--- src/design/cnsp_pkg.sv ---
`timescale 1ns / 1ps

package cnsp_pkg;

    localparam int unsigned QUEUE_DEPTH_DEFAULT = 4;
    localparam int unsigned LIMIT_W             = 18;

    localparam logic [LIMIT_W-1:0] NAME_LIMIT_RESET = 18'd131072;

    localparam logic [6:0] HDR_BYTES   = 7'd110;
    localparam logic [6:0] MAGIC_BYTES = 7'd6;

    localparam logic [3:0] FIELD_FILESIZE = 4'd6;
    localparam logic [3:0] FIELD_NAMESIZE = 4'd11;
    localparam logic [3:0] FIELD_CHECK    = 4'd12;

    localparam logic [3:0] TRAILER_CHARS = 4'd10;
    localparam logic [3:0] TRAILER_LEN   = 4'd11;

    localparam logic [0:0] CFG_IDX_LIMIT = 1'b0;

    typedef enum logic [2:0] {
        KIND_FRAME = 3'd0,
        KIND_FIELD = 3'd1,
        KIND_NAME  = 3'd2,
        KIND_DATA  = 3'd3,
        KIND_END   = 3'd4,
        KIND_ERROR = 3'd5
    } cnsp_kind_t;

    localparam logic [3:0] ERR_NONE      = 4'd0;
    localparam logic [3:0] ERR_MAGIC     = 4'd1;
    localparam logic [3:0] ERR_NONHEX    = 4'd2;
    localparam logic [3:0] ERR_CHECK     = 4'd3;
    localparam logic [3:0] ERR_NAMESIZE  = 4'd4;
    localparam logic [3:0] ERR_NUL       = 4'd5;
    localparam logic [3:0] ERR_PADDING   = 4'd6;
    localparam logic [3:0] ERR_TRAILER   = 4'd7;
    localparam logic [3:0] ERR_TRUNCATED = 4'd8;

    // One classified input beat as it travels through the queue.
    typedef struct packed {
        logic [7:0] data;
        logic       last;
        logic       hex_ok;
        logic [3:0] hex_val;
        logic       is_zero;
    } cnsp_beat_t;

    function automatic logic [7:0] magic_char(input logic [2:0] pos);
        logic [7:0] c;
        begin
            case (pos)
                3'd1:    c = 8'h37;
                3'd3:    c = 8'h37;
                3'd5:    c = 8'h31;
                default: c = 8'h30;
            endcase
            return c;
        end
    endfunction

    function automatic logic [7:0] trailer_char(input logic [3:0] pos);
        logic [7:0] c;
        begin
            case (pos)
                4'd0:    c = 8'h54;
                4'd1:    c = 8'h52;
                4'd2:    c = 8'h41;
                4'd3:    c = 8'h49;
                4'd4:    c = 8'h4C;
                4'd5:    c = 8'h45;
                4'd6:    c = 8'h52;
                default: c = 8'h21;
            endcase
            return c;
        end
    endfunction

endpackage

--- src/design/cnsp_front.sv ---
`timescale 1ns / 1ps

module cnsp_front
    import cnsp_pkg::*;
(
    input  logic       in_valid,
    output logic       in_stall,
    input  logic [7:0] data_byte,
    input  logic       stream_end,
    input  logic       q_full,
    output logic       q_push,
    output cnsp_beat_t q_beat
);

    logic       hex_ok;
    logic [3:0] hex_val;

    always_comb
    begin
        hex_ok  = 1'b1;
        hex_val = 4'd0;
        if (data_byte >= 8'h30 && data_byte <= 8'h39)
        begin
            hex_val = data_byte[3:0];
        end
        else if ((data_byte >= 8'h41 && data_byte <= 8'h46) ||
                 (data_byte >= 8'h61 && data_byte <= 8'h66))
        begin
            hex_val = data_byte[3:0] + 4'd9;
        end
        else
        begin
            hex_ok = 1'b0;
        end
    end

    assign in_stall = q_full;
    assign q_push   = in_valid && !q_full;

    assign q_beat.data    = data_byte;
    assign q_beat.last    = stream_end;
    assign q_beat.hex_ok  = hex_ok;
    assign q_beat.hex_val = hex_val;
    assign q_beat.is_zero = (data_byte == 8'h00);

endmodule

--- src/design/cnsp_queue.sv ---
`timescale 1ns / 1ps

module cnsp_queue
    import cnsp_pkg::*;
#(
    parameter int unsigned DEPTH = QUEUE_DEPTH_DEFAULT
)
(
    input  logic       clk,
    input  logic       rst_n,
    input  logic       push,
    input  cnsp_beat_t push_beat,
    output logic       full,
    input  logic       pop,
    output logic       pop_valid,
    output cnsp_beat_t pop_beat
);

    localparam int unsigned PTR_W = (DEPTH > 1) ? $clog2(DEPTH) : 1;
    localparam int unsigned CNT_W = $clog2(DEPTH + 1);
    localparam logic [PTR_W-1:0] PTR_LAST = PTR_W'(DEPTH - 1);
    localparam logic [CNT_W-1:0] CNT_FULL = CNT_W'(DEPTH);

    cnsp_beat_t       entry_reg [DEPTH];
    logic [PTR_W-1:0] wr_ptr_reg, wr_ptr_next;
    logic [PTR_W-1:0] rd_ptr_reg, rd_ptr_next;
    logic [CNT_W-1:0] count_reg, count_next;

    assign full      = (count_reg == CNT_FULL);
    assign pop_valid = (count_reg != '0);
    assign pop_beat  = entry_reg[rd_ptr_reg];

    always_comb
    begin
        wr_ptr_next = wr_ptr_reg;
        rd_ptr_next = rd_ptr_reg;
        count_next  = count_reg;
        if (push)
        begin
            wr_ptr_next = (wr_ptr_reg == PTR_LAST) ? '0 : wr_ptr_reg + 1'b1;
        end
        if (pop)
        begin
            rd_ptr_next = (rd_ptr_reg == PTR_LAST) ? '0 : rd_ptr_reg + 1'b1;
        end
        if (push && !pop)
        begin
            count_next = count_reg + 1'b1;
        end
        else if (pop && !push)
        begin
            count_next = count_reg - 1'b1;
        end
    end

    always_ff @(posedge clk or negedge rst_n)
    begin
        if (!rst_n)
        begin
            wr_ptr_reg <= '0;
            rd_ptr_reg <= '0;
            count_reg  <= '0;
        end
        else
        begin
            wr_ptr_reg <= wr_ptr_next;
            rd_ptr_reg <= rd_ptr_next;
            count_reg  <= count_next;
        end
    end

    always_ff @(posedge clk)
    begin
        if (push)
        begin
            entry_reg[wr_ptr_reg] <= push_beat;
        end
    end

    a_no_overflow: assert property (@(posedge clk) disable iff (!rst_n)
        count_reg <= CNT_FULL)
        else $error("queue count beyond depth");

    a_pop_nonempty: assert property (@(posedge clk) disable iff (!rst_n)
        pop |-> pop_valid)
        else $error("queue popped while empty");

endmodule

--- src/design/cnsp_back.sv ---
`timescale 1ns / 1ps

module cnsp_back
    import cnsp_pkg::*;
(
    input  logic               clk,
    input  logic               rst_n,
    input  logic               q_valid,
    input  cnsp_beat_t         q_beat,
    output logic               q_pop,
    input  logic [LIMIT_W-1:0] name_size_limit,
    output logic               out_valid,
    input  logic               out_stall,
    output logic [2:0]         item_kind,
    output logic [3:0]         field_index,
    output logic [31:0]        field_value,
    output logic [7:0]         payload_byte,
    output logic [3:0]         error_code
);

    typedef enum logic [2:0] {
        PH_HEADER,
        PH_NAME,
        PH_NAME_PAD,
        PH_DATA,
        PH_DATA_PAD,
        PH_TAIL,
        PH_ENDED,
        PH_ERROR
    } phase_t;

    phase_t      phase_reg, phase_next;
    logic [6:0]  hdr_pos_reg, hdr_pos_next;
    logic [31:0] acc_reg, acc_next;
    logic [31:0] name_len_reg, name_len_next;
    logic [31:0] content_reg, content_next;
    logic [31:0] remain_reg, remain_next;
    logic [1:0]  pad_reg, pad_next;
    logic        nul_reg, nul_next;
    logic        trl_reg, trl_next;
    logic [3:0]  name_pos_reg, name_pos_next;
    logic [3:0]  err_reg, err_next;

    logic        out_valid_reg, out_valid_next;
    cnsp_kind_t  kind_reg, kind_next;
    logic [3:0]  idx_reg, idx_next;
    logic [31:0] val_reg, val_next;
    logic [7:0]  pay_reg, pay_next;
    logic [3:0]  code_reg, code_next;

    logic        fire;

    assign fire  = q_valid && (!out_valid_reg || !out_stall);
    assign q_pop = fire;

    always_comb
    begin
        logic [3:0]  fail_code;
        logic        do_after;
        logic        trl_eff;
        logic [1:0]  pad_calc;
        logic [6:0]  off;
        logic [3:0]  fidx;
        logic [31:0] acc_new;

        phase_next    = phase_reg;
        hdr_pos_next  = hdr_pos_reg;
        acc_next      = acc_reg;
        name_len_next = name_len_reg;
        content_next  = content_reg;
        remain_next   = remain_reg;
        pad_next      = pad_reg;
        nul_next      = nul_reg;
        trl_next      = trl_reg;
        name_pos_next = name_pos_reg;
        err_next      = err_reg;

        kind_next = KIND_FRAME;
        idx_next  = 4'd0;
        val_next  = 32'd0;
        pay_next  = 8'd0;
        code_next = ERR_NONE;

        fail_code = ERR_NONE;
        do_after  = 1'b0;
        trl_eff   = trl_reg;
        pad_calc  = 2'd0;
        off       = hdr_pos_reg - MAGIC_BYTES;
        fidx      = off[6:3];
        acc_new   = {acc_reg[27:0], q_beat.hex_val};

        if (phase_reg == PH_ERROR)
        begin
            kind_next = KIND_ERROR;
            code_next = err_reg;
        end
        else if (phase_reg == PH_ENDED)
        begin
            kind_next = KIND_END;
        end
        else if (q_beat.last)
        begin
            if (phase_reg == PH_TAIL)
            begin
                phase_next = PH_ENDED;
                kind_next  = KIND_END;
            end
            else
            begin
                fail_code = ERR_TRUNCATED;
            end
        end
        else
        begin
            unique case (phase_reg)
                PH_HEADER:
                begin
                    if (hdr_pos_reg < MAGIC_BYTES)
                    begin
                        if (q_beat.data != magic_char(hdr_pos_reg[2:0]))
                        begin
                            fail_code = ERR_MAGIC;
                        end
                        hdr_pos_next = hdr_pos_reg + 7'd1;
                    end
                    else if (!q_beat.hex_ok)
                    begin
                        fail_code = ERR_NONHEX;
                    end
                    else
                    begin
                        hdr_pos_next = hdr_pos_reg + 7'd1;
                        if (off[2:0] != 3'b111)
                        begin
                            acc_next = acc_new;
                        end
                        else
                        begin
                            acc_next  = 32'd0;
                            kind_next = KIND_FIELD;
                            idx_next  = fidx;
                            val_next  = acc_new;
                            if (fidx == FIELD_FILESIZE)
                            begin
                                content_next = acc_new;
                            end
                            if (fidx == FIELD_NAMESIZE)
                            begin
                                name_len_next = acc_new;
                            end
                            if (fidx == FIELD_CHECK)
                            begin
                                if (acc_new != 32'd0)
                                begin
                                    fail_code = ERR_CHECK;
                                end
                                else if (name_len_reg < 32'd2 ||
                                         name_len_reg > {14'd0, name_size_limit})
                                begin
                                    fail_code = ERR_NAMESIZE;
                                end
                                else
                                begin
                                    phase_next    = PH_NAME;
                                    remain_next   = name_len_reg;
                                    nul_next      = 1'b0;
                                    trl_next      = 1'b1;
                                    name_pos_next = 4'd0;
                                end
                            end
                        end
                    end
                end
                PH_NAME:
                begin
                    if (name_pos_reg < TRAILER_CHARS &&
                        q_beat.data != trailer_char(name_pos_reg))
                    begin
                        trl_eff = 1'b0;
                    end
                    if (name_pos_reg == TRAILER_CHARS && !q_beat.is_zero)
                    begin
                        trl_eff = 1'b0;
                    end
                    trl_next = trl_eff;
                    if (name_pos_reg != TRAILER_LEN)
                    begin
                        name_pos_next = name_pos_reg + 4'd1;
                    end
                    if (q_beat.is_zero)
                    begin
                        nul_next = 1'b1;
                    end
                    else if (nul_reg || remain_reg == 32'd1)
                    begin
                        fail_code = ERR_NUL;
                    end
                    remain_next = remain_reg - 32'd1;
                    if (remain_reg == 32'd1)
                    begin
                        pad_calc   = 2'd0 - (2'd2 + name_len_reg[1:0]);
                        pad_next   = pad_calc;
                        phase_next = PH_NAME_PAD;
                        do_after   = (pad_calc == 2'd0);
                    end
                    kind_next = KIND_NAME;
                    pay_next  = q_beat.data;
                end
                PH_NAME_PAD:
                begin
                    if (!q_beat.is_zero)
                    begin
                        fail_code = ERR_PADDING;
                    end
                    pad_next = pad_reg - 2'd1;
                    do_after = (pad_reg == 2'd1);
                end
                PH_DATA:
                begin
                    remain_next = remain_reg - 32'd1;
                    if (remain_reg == 32'd1)
                    begin
                        pad_calc = 2'd0 - content_reg[1:0];
                        pad_next = pad_calc;
                        if (pad_calc == 2'd0)
                        begin
                            phase_next   = PH_HEADER;
                            hdr_pos_next = 7'd0;
                            acc_next     = 32'd0;
                        end
                        else
                        begin
                            phase_next = PH_DATA_PAD;
                        end
                    end
                    kind_next = KIND_DATA;
                    pay_next  = q_beat.data;
                end
                PH_DATA_PAD:
                begin
                    if (!q_beat.is_zero)
                    begin
                        fail_code = ERR_PADDING;
                    end
                    pad_next = pad_reg - 2'd1;
                    if (pad_reg == 2'd1)
                    begin
                        phase_next   = PH_HEADER;
                        hdr_pos_next = 7'd0;
                        acc_next     = 32'd0;
                    end
                end
                PH_TAIL:
                begin
                    if (!q_beat.is_zero)
                    begin
                        fail_code = ERR_TRAILER;
                    end
                end
                default:
                begin
                    kind_next = KIND_END;
                end
            endcase

            // The name and its padding are complete: pick what follows.
            if (do_after && fail_code == ERR_NONE)
            begin
                if (trl_eff && name_len_reg >= {28'd0, TRAILER_LEN})
                begin
                    if (content_reg != 32'd0)
                    begin
                        fail_code = ERR_TRAILER;
                    end
                    else
                    begin
                        phase_next = PH_TAIL;
                    end
                end
                else if (content_reg == 32'd0)
                begin
                    phase_next   = PH_HEADER;
                    hdr_pos_next = 7'd0;
                    acc_next     = 32'd0;
                    pad_next     = 2'd0;
                end
                else
                begin
                    phase_next  = PH_DATA;
                    remain_next = content_reg;
                end
            end
        end

        if (fail_code != ERR_NONE)
        begin
            phase_next = PH_ERROR;
            err_next   = fail_code;
            kind_next  = KIND_ERROR;
            idx_next   = 4'd0;
            val_next   = 32'd0;
            pay_next   = 8'd0;
            code_next  = fail_code;
        end

        if (fire)
        begin
            out_valid_next = 1'b1;
        end
        else if (!out_stall)
        begin
            out_valid_next = 1'b0;
        end
        else
        begin
            out_valid_next = out_valid_reg;
        end
    end

    always_ff @(posedge clk or negedge rst_n)
    begin
        if (!rst_n)
        begin
            phase_reg     <= PH_HEADER;
            hdr_pos_reg   <= 7'd0;
            acc_reg       <= 32'd0;
            name_len_reg  <= 32'd0;
            content_reg   <= 32'd0;
            remain_reg    <= 32'd0;
            pad_reg       <= 2'd0;
            nul_reg       <= 1'b0;
            trl_reg       <= 1'b1;
            name_pos_reg  <= 4'd0;
            err_reg       <= ERR_NONE;
            out_valid_reg <= 1'b0;
            kind_reg      <= KIND_FRAME;
            idx_reg       <= 4'd0;
            val_reg       <= 32'd0;
            pay_reg       <= 8'd0;
            code_reg      <= ERR_NONE;
        end
        else
        begin
            out_valid_reg <= out_valid_next;
            if (fire)
            begin
                phase_reg    <= phase_next;
                hdr_pos_reg  <= hdr_pos_next;
                acc_reg      <= acc_next;
                name_len_reg <= name_len_next;
                content_reg  <= content_next;
                remain_reg   <= remain_next;
                pad_reg      <= pad_next;
                nul_reg      <= nul_next;
                trl_reg      <= trl_next;
                name_pos_reg <= name_pos_next;
                err_reg      <= err_next;
                kind_reg     <= kind_next;
                idx_reg      <= idx_next;
                val_reg      <= val_next;
                pay_reg      <= pay_next;
                code_reg     <= code_next;
            end
        end
    end

    assign out_valid    = out_valid_reg;
    assign item_kind    = kind_reg;
    assign field_index  = idx_reg;
    assign field_value  = val_reg;
    assign payload_byte = pay_reg;
    assign error_code   = code_reg;

    a_error_sticky: assert property (@(posedge clk) disable iff (!rst_n)
        phase_reg == PH_ERROR |=> phase_reg == PH_ERROR && $stable(err_reg))
        else $error("error state left or error code changed");

    a_error_code_matches: assert property (@(posedge clk) disable iff (!rst_n)
        (phase_reg == PH_ERROR) == (err_reg != ERR_NONE))
        else $error("error code and error state disagree");

    a_header_bound: assert property (@(posedge clk) disable iff (!rst_n)
        phase_reg == PH_HEADER |-> hdr_pos_reg < HDR_BYTES)
        else $error("header position past end of header");

    a_end_sticky: assert property (@(posedge clk) disable iff (!rst_n)
        phase_reg == PH_ENDED |=> phase_reg == PH_ENDED)
        else $error("archive end state left");

endmodule

--- src/design/cpio_newc_stream_parser.sv ---
`timescale 1ns / 1ps

// Streaming parser for newc archives. One byte is taken per beat and one result beat comes
// out for each input beat, so the sustained rate is one byte per clock cycle while out_stall
// does not hold the output. The input side writes each classified byte into a queue of
// QUEUE_DEPTH entries. The parse state machine drains it one entry per cycle, unless out_stall
// holds a valid result, into a registered output, so a result passes through the queue entry
// and the output register before it is offered. That machine's state update sets the rate.
// in_stall rises only when the queue is full because the output side is stalled.

module cpio_newc_stream_parser
    import cnsp_pkg::*;
#(
    parameter int unsigned QUEUE_DEPTH = QUEUE_DEPTH_DEFAULT
)
(
    input  logic        clk,
    input  logic        rst_n,
    input  logic        psel,
    input  logic        penable,
    input  logic        pwrite,
    input  logic [2:0]  paddr,
    input  logic [31:0] pwdata,
    output logic [31:0] prdata,
    output logic        pready,
    input  logic        in_valid,
    output logic        in_stall,
    input  logic [7:0]  data_byte,
    input  logic        stream_end,
    output logic        out_valid,
    input  logic        out_stall,
    output logic [2:0]  item_kind,
    output logic [3:0]  field_index,
    output logic [31:0] field_value,
    output logic [7:0]  payload_byte,
    output logic [3:0]  error_code
);

    logic [LIMIT_W-1:0] limit_reg, limit_next;
    logic               cfg_wr;

    logic       q_push;
    logic       q_full;
    logic       q_pop;
    logic       q_valid;
    cnsp_beat_t push_beat;
    cnsp_beat_t pop_beat;

    assign pready = 1'b1;
    assign cfg_wr = psel && penable && pwrite && (paddr[2] == CFG_IDX_LIMIT);
    assign prdata = (paddr[2] == CFG_IDX_LIMIT) ? {14'd0, limit_reg} : 32'd0;

    always_comb
    begin
        limit_next = limit_reg;
        if (cfg_wr)
        begin
            limit_next = pwdata[LIMIT_W-1:0];
        end
    end

    always_ff @(posedge clk or negedge rst_n)
    begin
        if (!rst_n)
        begin
            limit_reg <= NAME_LIMIT_RESET;
        end
        else
        begin
            limit_reg <= limit_next;
        end
    end

    cnsp_front u_front (
        .in_valid   (in_valid),
        .in_stall   (in_stall),
        .data_byte  (data_byte),
        .stream_end (stream_end),
        .q_full     (q_full),
        .q_push     (q_push),
        .q_beat     (push_beat)
    );

    cnsp_queue #(
        .DEPTH (QUEUE_DEPTH)
    ) u_queue (
        .clk       (clk),
        .rst_n     (rst_n),
        .push      (q_push),
        .push_beat (push_beat),
        .full      (q_full),
        .pop       (q_pop),
        .pop_valid (q_valid),
        .pop_beat  (pop_beat)
    );

    cnsp_back u_back (
        .clk             (clk),
        .rst_n           (rst_n),
        .q_valid         (q_valid),
        .q_beat          (pop_beat),
        .q_pop           (q_pop),
        .name_size_limit (limit_reg),
        .out_valid       (out_valid),
        .out_stall       (out_stall),
        .item_kind       (item_kind),
        .field_index     (field_index),
        .field_value     (field_value),
        .payload_byte    (payload_byte),
        .error_code      (error_code)
    );

endmodule

--- config.mk ---
export PLATFORM = sky130hd
export DESIGN_NAME = cpio_newc_stream_parser
export DESIGN_NICKNAME = d
export VERILOG_FILES = /design/src/design/cnsp_pkg.sv /design/src/design/cnsp_front.sv /design/src/design/cnsp_queue.sv /design/src/design/cnsp_back.sv /design/src/design/cpio_newc_stream_parser.sv
export SDC_FILE = /design/constraint.sdc
export NUM_CORES = 1
export LEC_CHECK = 0
export BUFFER_PORTS_ARGS = -buffer_cell sky130_fd_sc_hd__buf_4
export CELL_PAD_IN_SITES_DETAIL_PLACEMENT = 1
export CELL_PAD_IN_SITES_GLOBAL_PLACEMENT = 1
export CORE_ASPECT_RATIO = 0.5
export CORE_UTILIZATION = 48
export DETAILED_ROUTE_END_ITERATION = 7
export GPL_TIMING_DRIVEN = 0
export PLACE_DENSITY = 0.9
export RECOVER_POWER = 100
export SLEW_MARGIN = 20
export SYNTH_ARGS = -nofsm -noshare
export SYNTH_HDL_FRONTEND = slang
export SYNTH_SLANG_ARGS = --single-unit
--- constraint.sdc ---
create_clock -name clk -period 4.5 [get_ports clk]
set_clock_uncertainty 0.05 [all_clocks]
set_input_delay 0.9 -clock clk [delete_from_list [all_inputs] [get_ports clk]]
set_output_delay 0.9 -clock clk [all_outputs]
set_load 0.01 [all_outputs]
==> flow_summary.yaml <==
sta:
  relSlewSlack_pct: -87.0
  worstMarginPinSlew_ns: 2.81
  finalCritPeriodShare_pct: 96.6
  fin_crit_ns: 4.35
  finalSetupTns_ns: 0
  hold_viol_final: 0
  whs_ns: 0.432
  max_freq_mhz: 230
  finalSetupViolCount: 0
  rsz0062_at_grt: "false"
  setup_ws_ns: 0.153
  finalMaxSlewViolations: 48
critical_path:
  required_ns: 4.89
  cp-end-kind: "flop"
  rr_startpoint: "u_back.remain_reg[24]"
  critPathLaunch: "u_back.remain_reg[24]"
  worst-path-max-fanout: 10
  cp-start-kind: "flop"
  r2r_end: "u_back.remain_reg[0]"
  critPathKind: "reg2reg"
  crit_end: "u_back.remain_reg[0]"
  r2r_slack_ns: 0.15
  critical_path_arrival_ns: 4.74
  rr_worst_depth: 11
yosys:
  async_flop_share_pct: 78.8
  synth_edf_count: 60
  ys_types: 90
  syn_avg_cell_area_um2: 11.2
  syn_inst: 1279
  synth-warning-count: 0
  syn_area_um2: 14400
  ys_seq_area_share_pct: 51.4
  ys_seq_elements: 283
  synth_top_flop_cell: "dfrtp_1"
layout:
  layout-drive-gt1-share_pct: 15.9
  area_growth_pct: 14.0
  final_cell_count_no_fill: 1840
  finalNetCount: 1523
  diodes: 0
  fillerInstances: 3140
  largest_reg_flops: 60
place:
  post-place-ws_ns: -0.0598
  place_congestion: 0.948
  hpwl_um: 35600
  placed_cells: 1789
  numPortBuffers: 104
global_route:
  track_usage_pct: 32.9
  grt_pass1_wl_um: 76500
  gr-total-overflow: 0
  grt_pass1_vias: 12300
  grt_antenna_before_repair: 0
  grt_max_degree: 100
route:
  route.vias.total: 11800
  drc: 10
  drtIter0Drc: 1026
  routed_wl_um: 49500
  dr.pass1.iters: 7
  ant_nets: 0
  vias_per_cell: 6.41
  wire_per_inst_um: 26.9
floorplanning:
  die_x_um: 247
  rows: 44
  start_util_pct: 49.1
  io_pins: 137
  dieArea_um2: 30700
  die_y_um: 124
  coreArea_um2: 29200
outcome:
  violations: "design-rule violations, max-capacitance violations, max-slew violations"
  status: "finished, violations left"
power:
  p_leak_uw: 0.00716
  p_per_area_nw_per_um2: 505
  irDropWorstVdd_v: 0.000329
cts:
  ctsLongestPathBuffers: 3
  cts_tree: "built"
  root_buffer: "clkbuf_16"
  clk_latency_ns: 0.56
  cts_made_buffers: 26
  clk_pin_slew_ns: 0.07
  cts-htree-levels: 1
  clock-sinks: 283
min_path:
  hold_path.class: "reg2reg"
run:
  max_cap_viol_count: 1
final cells by class:
cell class | instances | area, um^2 | area share [%]
Timing Repair Buffer | 109 | 531 | 3.24
Clock inverter | 13 | 131 | 0.802
Clock buffer | 35 | 797 | 4.87
Multi-Input combinational cell | 880 | 6430 | 39.3
Buffer | 84 | 440 | 2.69
Sequential cell | 283 | 7380 | 45.1
Tap cell | 391 | 489 | 2.99
Inverter | 45 | 169 | 1.03
critical path, cell delays in order, from the launching register on:
cell and delay [ns]:
dfrtp_1 0.45, nor3_1 0.72, nand4_1 0.28, nor4_2 0.48
a21oi_1 0.13, nor2b_1 0.40, and4_1 0.27, clkbuf_1 0.48
clkbuf_2 0.38, nand2_1 0.21, o22ai_1 0.29, a21oi_1 0.07
per-layer routing:
layer	part of all wire [%]	up-vias	GRT usage [%]
met5	0	-	0
met4	2.7	0	8.71
met3	7.4	110	6.74
met2	48	471	53.5
met1	42	6126	44.9
li1	-	5079	-
where the power goes:
group / internal [uW] / total, uW / switching (uW)
clock network: 1370 / 2410 / 1050
logic: 918 / 2720 / 1800
registers: 2930 / 3140 / 214
total: 5210 / 8280 / 3060
kinds of logic after synthesis:
| group | count (synthesis) | synth area share [%] |
|---|---|---|
| other | 2 | 0.0523 |
| buffers and inverters | 129 | 4.22 |
| AO/OA/AOI/OAI | 318 | 15.8 |
| multiplexers | 115 | 10.1 |
| AND/OR/NAND/NOR | 375 | 13.7 |
| flip-flops | 283 | 51.4 |
| adder cells (fa/ha/maj) | 43 | 3.80 |
| XOR/XNOR | 14 | 0.853 |
worst min path at each step:
stage                   startpoint                     end  depth (start not counted)
4_1_cts                      rst_n  u_back.field_value[10]                          1
5_1_grt          u_back.err_reg[2]       u_back.err_reg[2]                          1
3_5_place_dp   u_back.item_kind[1]     u_back.item_kind[1]                          1
2_1_floorplan    u_back.err_reg[0]       u_back.err_reg[0]                          1
3_3_place_gp     u_back.err_reg[2]       u_back.err_reg[2]                          1
6_report       u_back.item_kind[1]     u_back.item_kind[1]                          1
metrics by stage:
step / util [%] / total power, uW / instance area [um^2]
after floorplan: - / 4910 / 14400
after global placement: 53.7 / 5720 / 15700
after detailed placement: 53.9 / 5880 / 15700
after CTS: 57.1 / 8290 / 16700
after global routing: 56.0 / 8650 / 16400
final: 56.0 / 8280 / 16400
placed cells by master, fill, tap and decap left out, types with 45 or more instances in the layout:
cell / synthesis / layout
a21oi_1: 54 / 54
o21ai_0: 55 / 61
inv_1: 44 / 45
edfxtp_1: 60 / 60
mux2_2: 86 / 84
nor2_1: 86 / 86
clkbuf_1: 50 / 133
a22o_1: 73 / 73
dfrtp_1: 221 / 221
nand2_1: 85 / 85
synthesized netlist by cell type, types with 26 or more instances:
cell      instances  area, um^2
a21oi_1          54         270
mux2_2           86         968
nand3_1          26         130
nor2_1           86         323
inv_1            44         165
a22o_1           73         639
nor4_1           30         188
nand2_1          85         319
dfrtp_1         221        5530
o21ai_0          55         275
ha_1             42         526
clkbuf_1         50         188
nor3_1           31         155
edfxtp_1         60        1800
repair_timing:
action	CTS	global route
gates resized for setup	0	6
setup endpoints to repair	9	83
buffers inserted	3	0
hold buffers	0	0
pin swaps	1	1
gates cloned	0	0
Power figures use the tool's default switching activity.
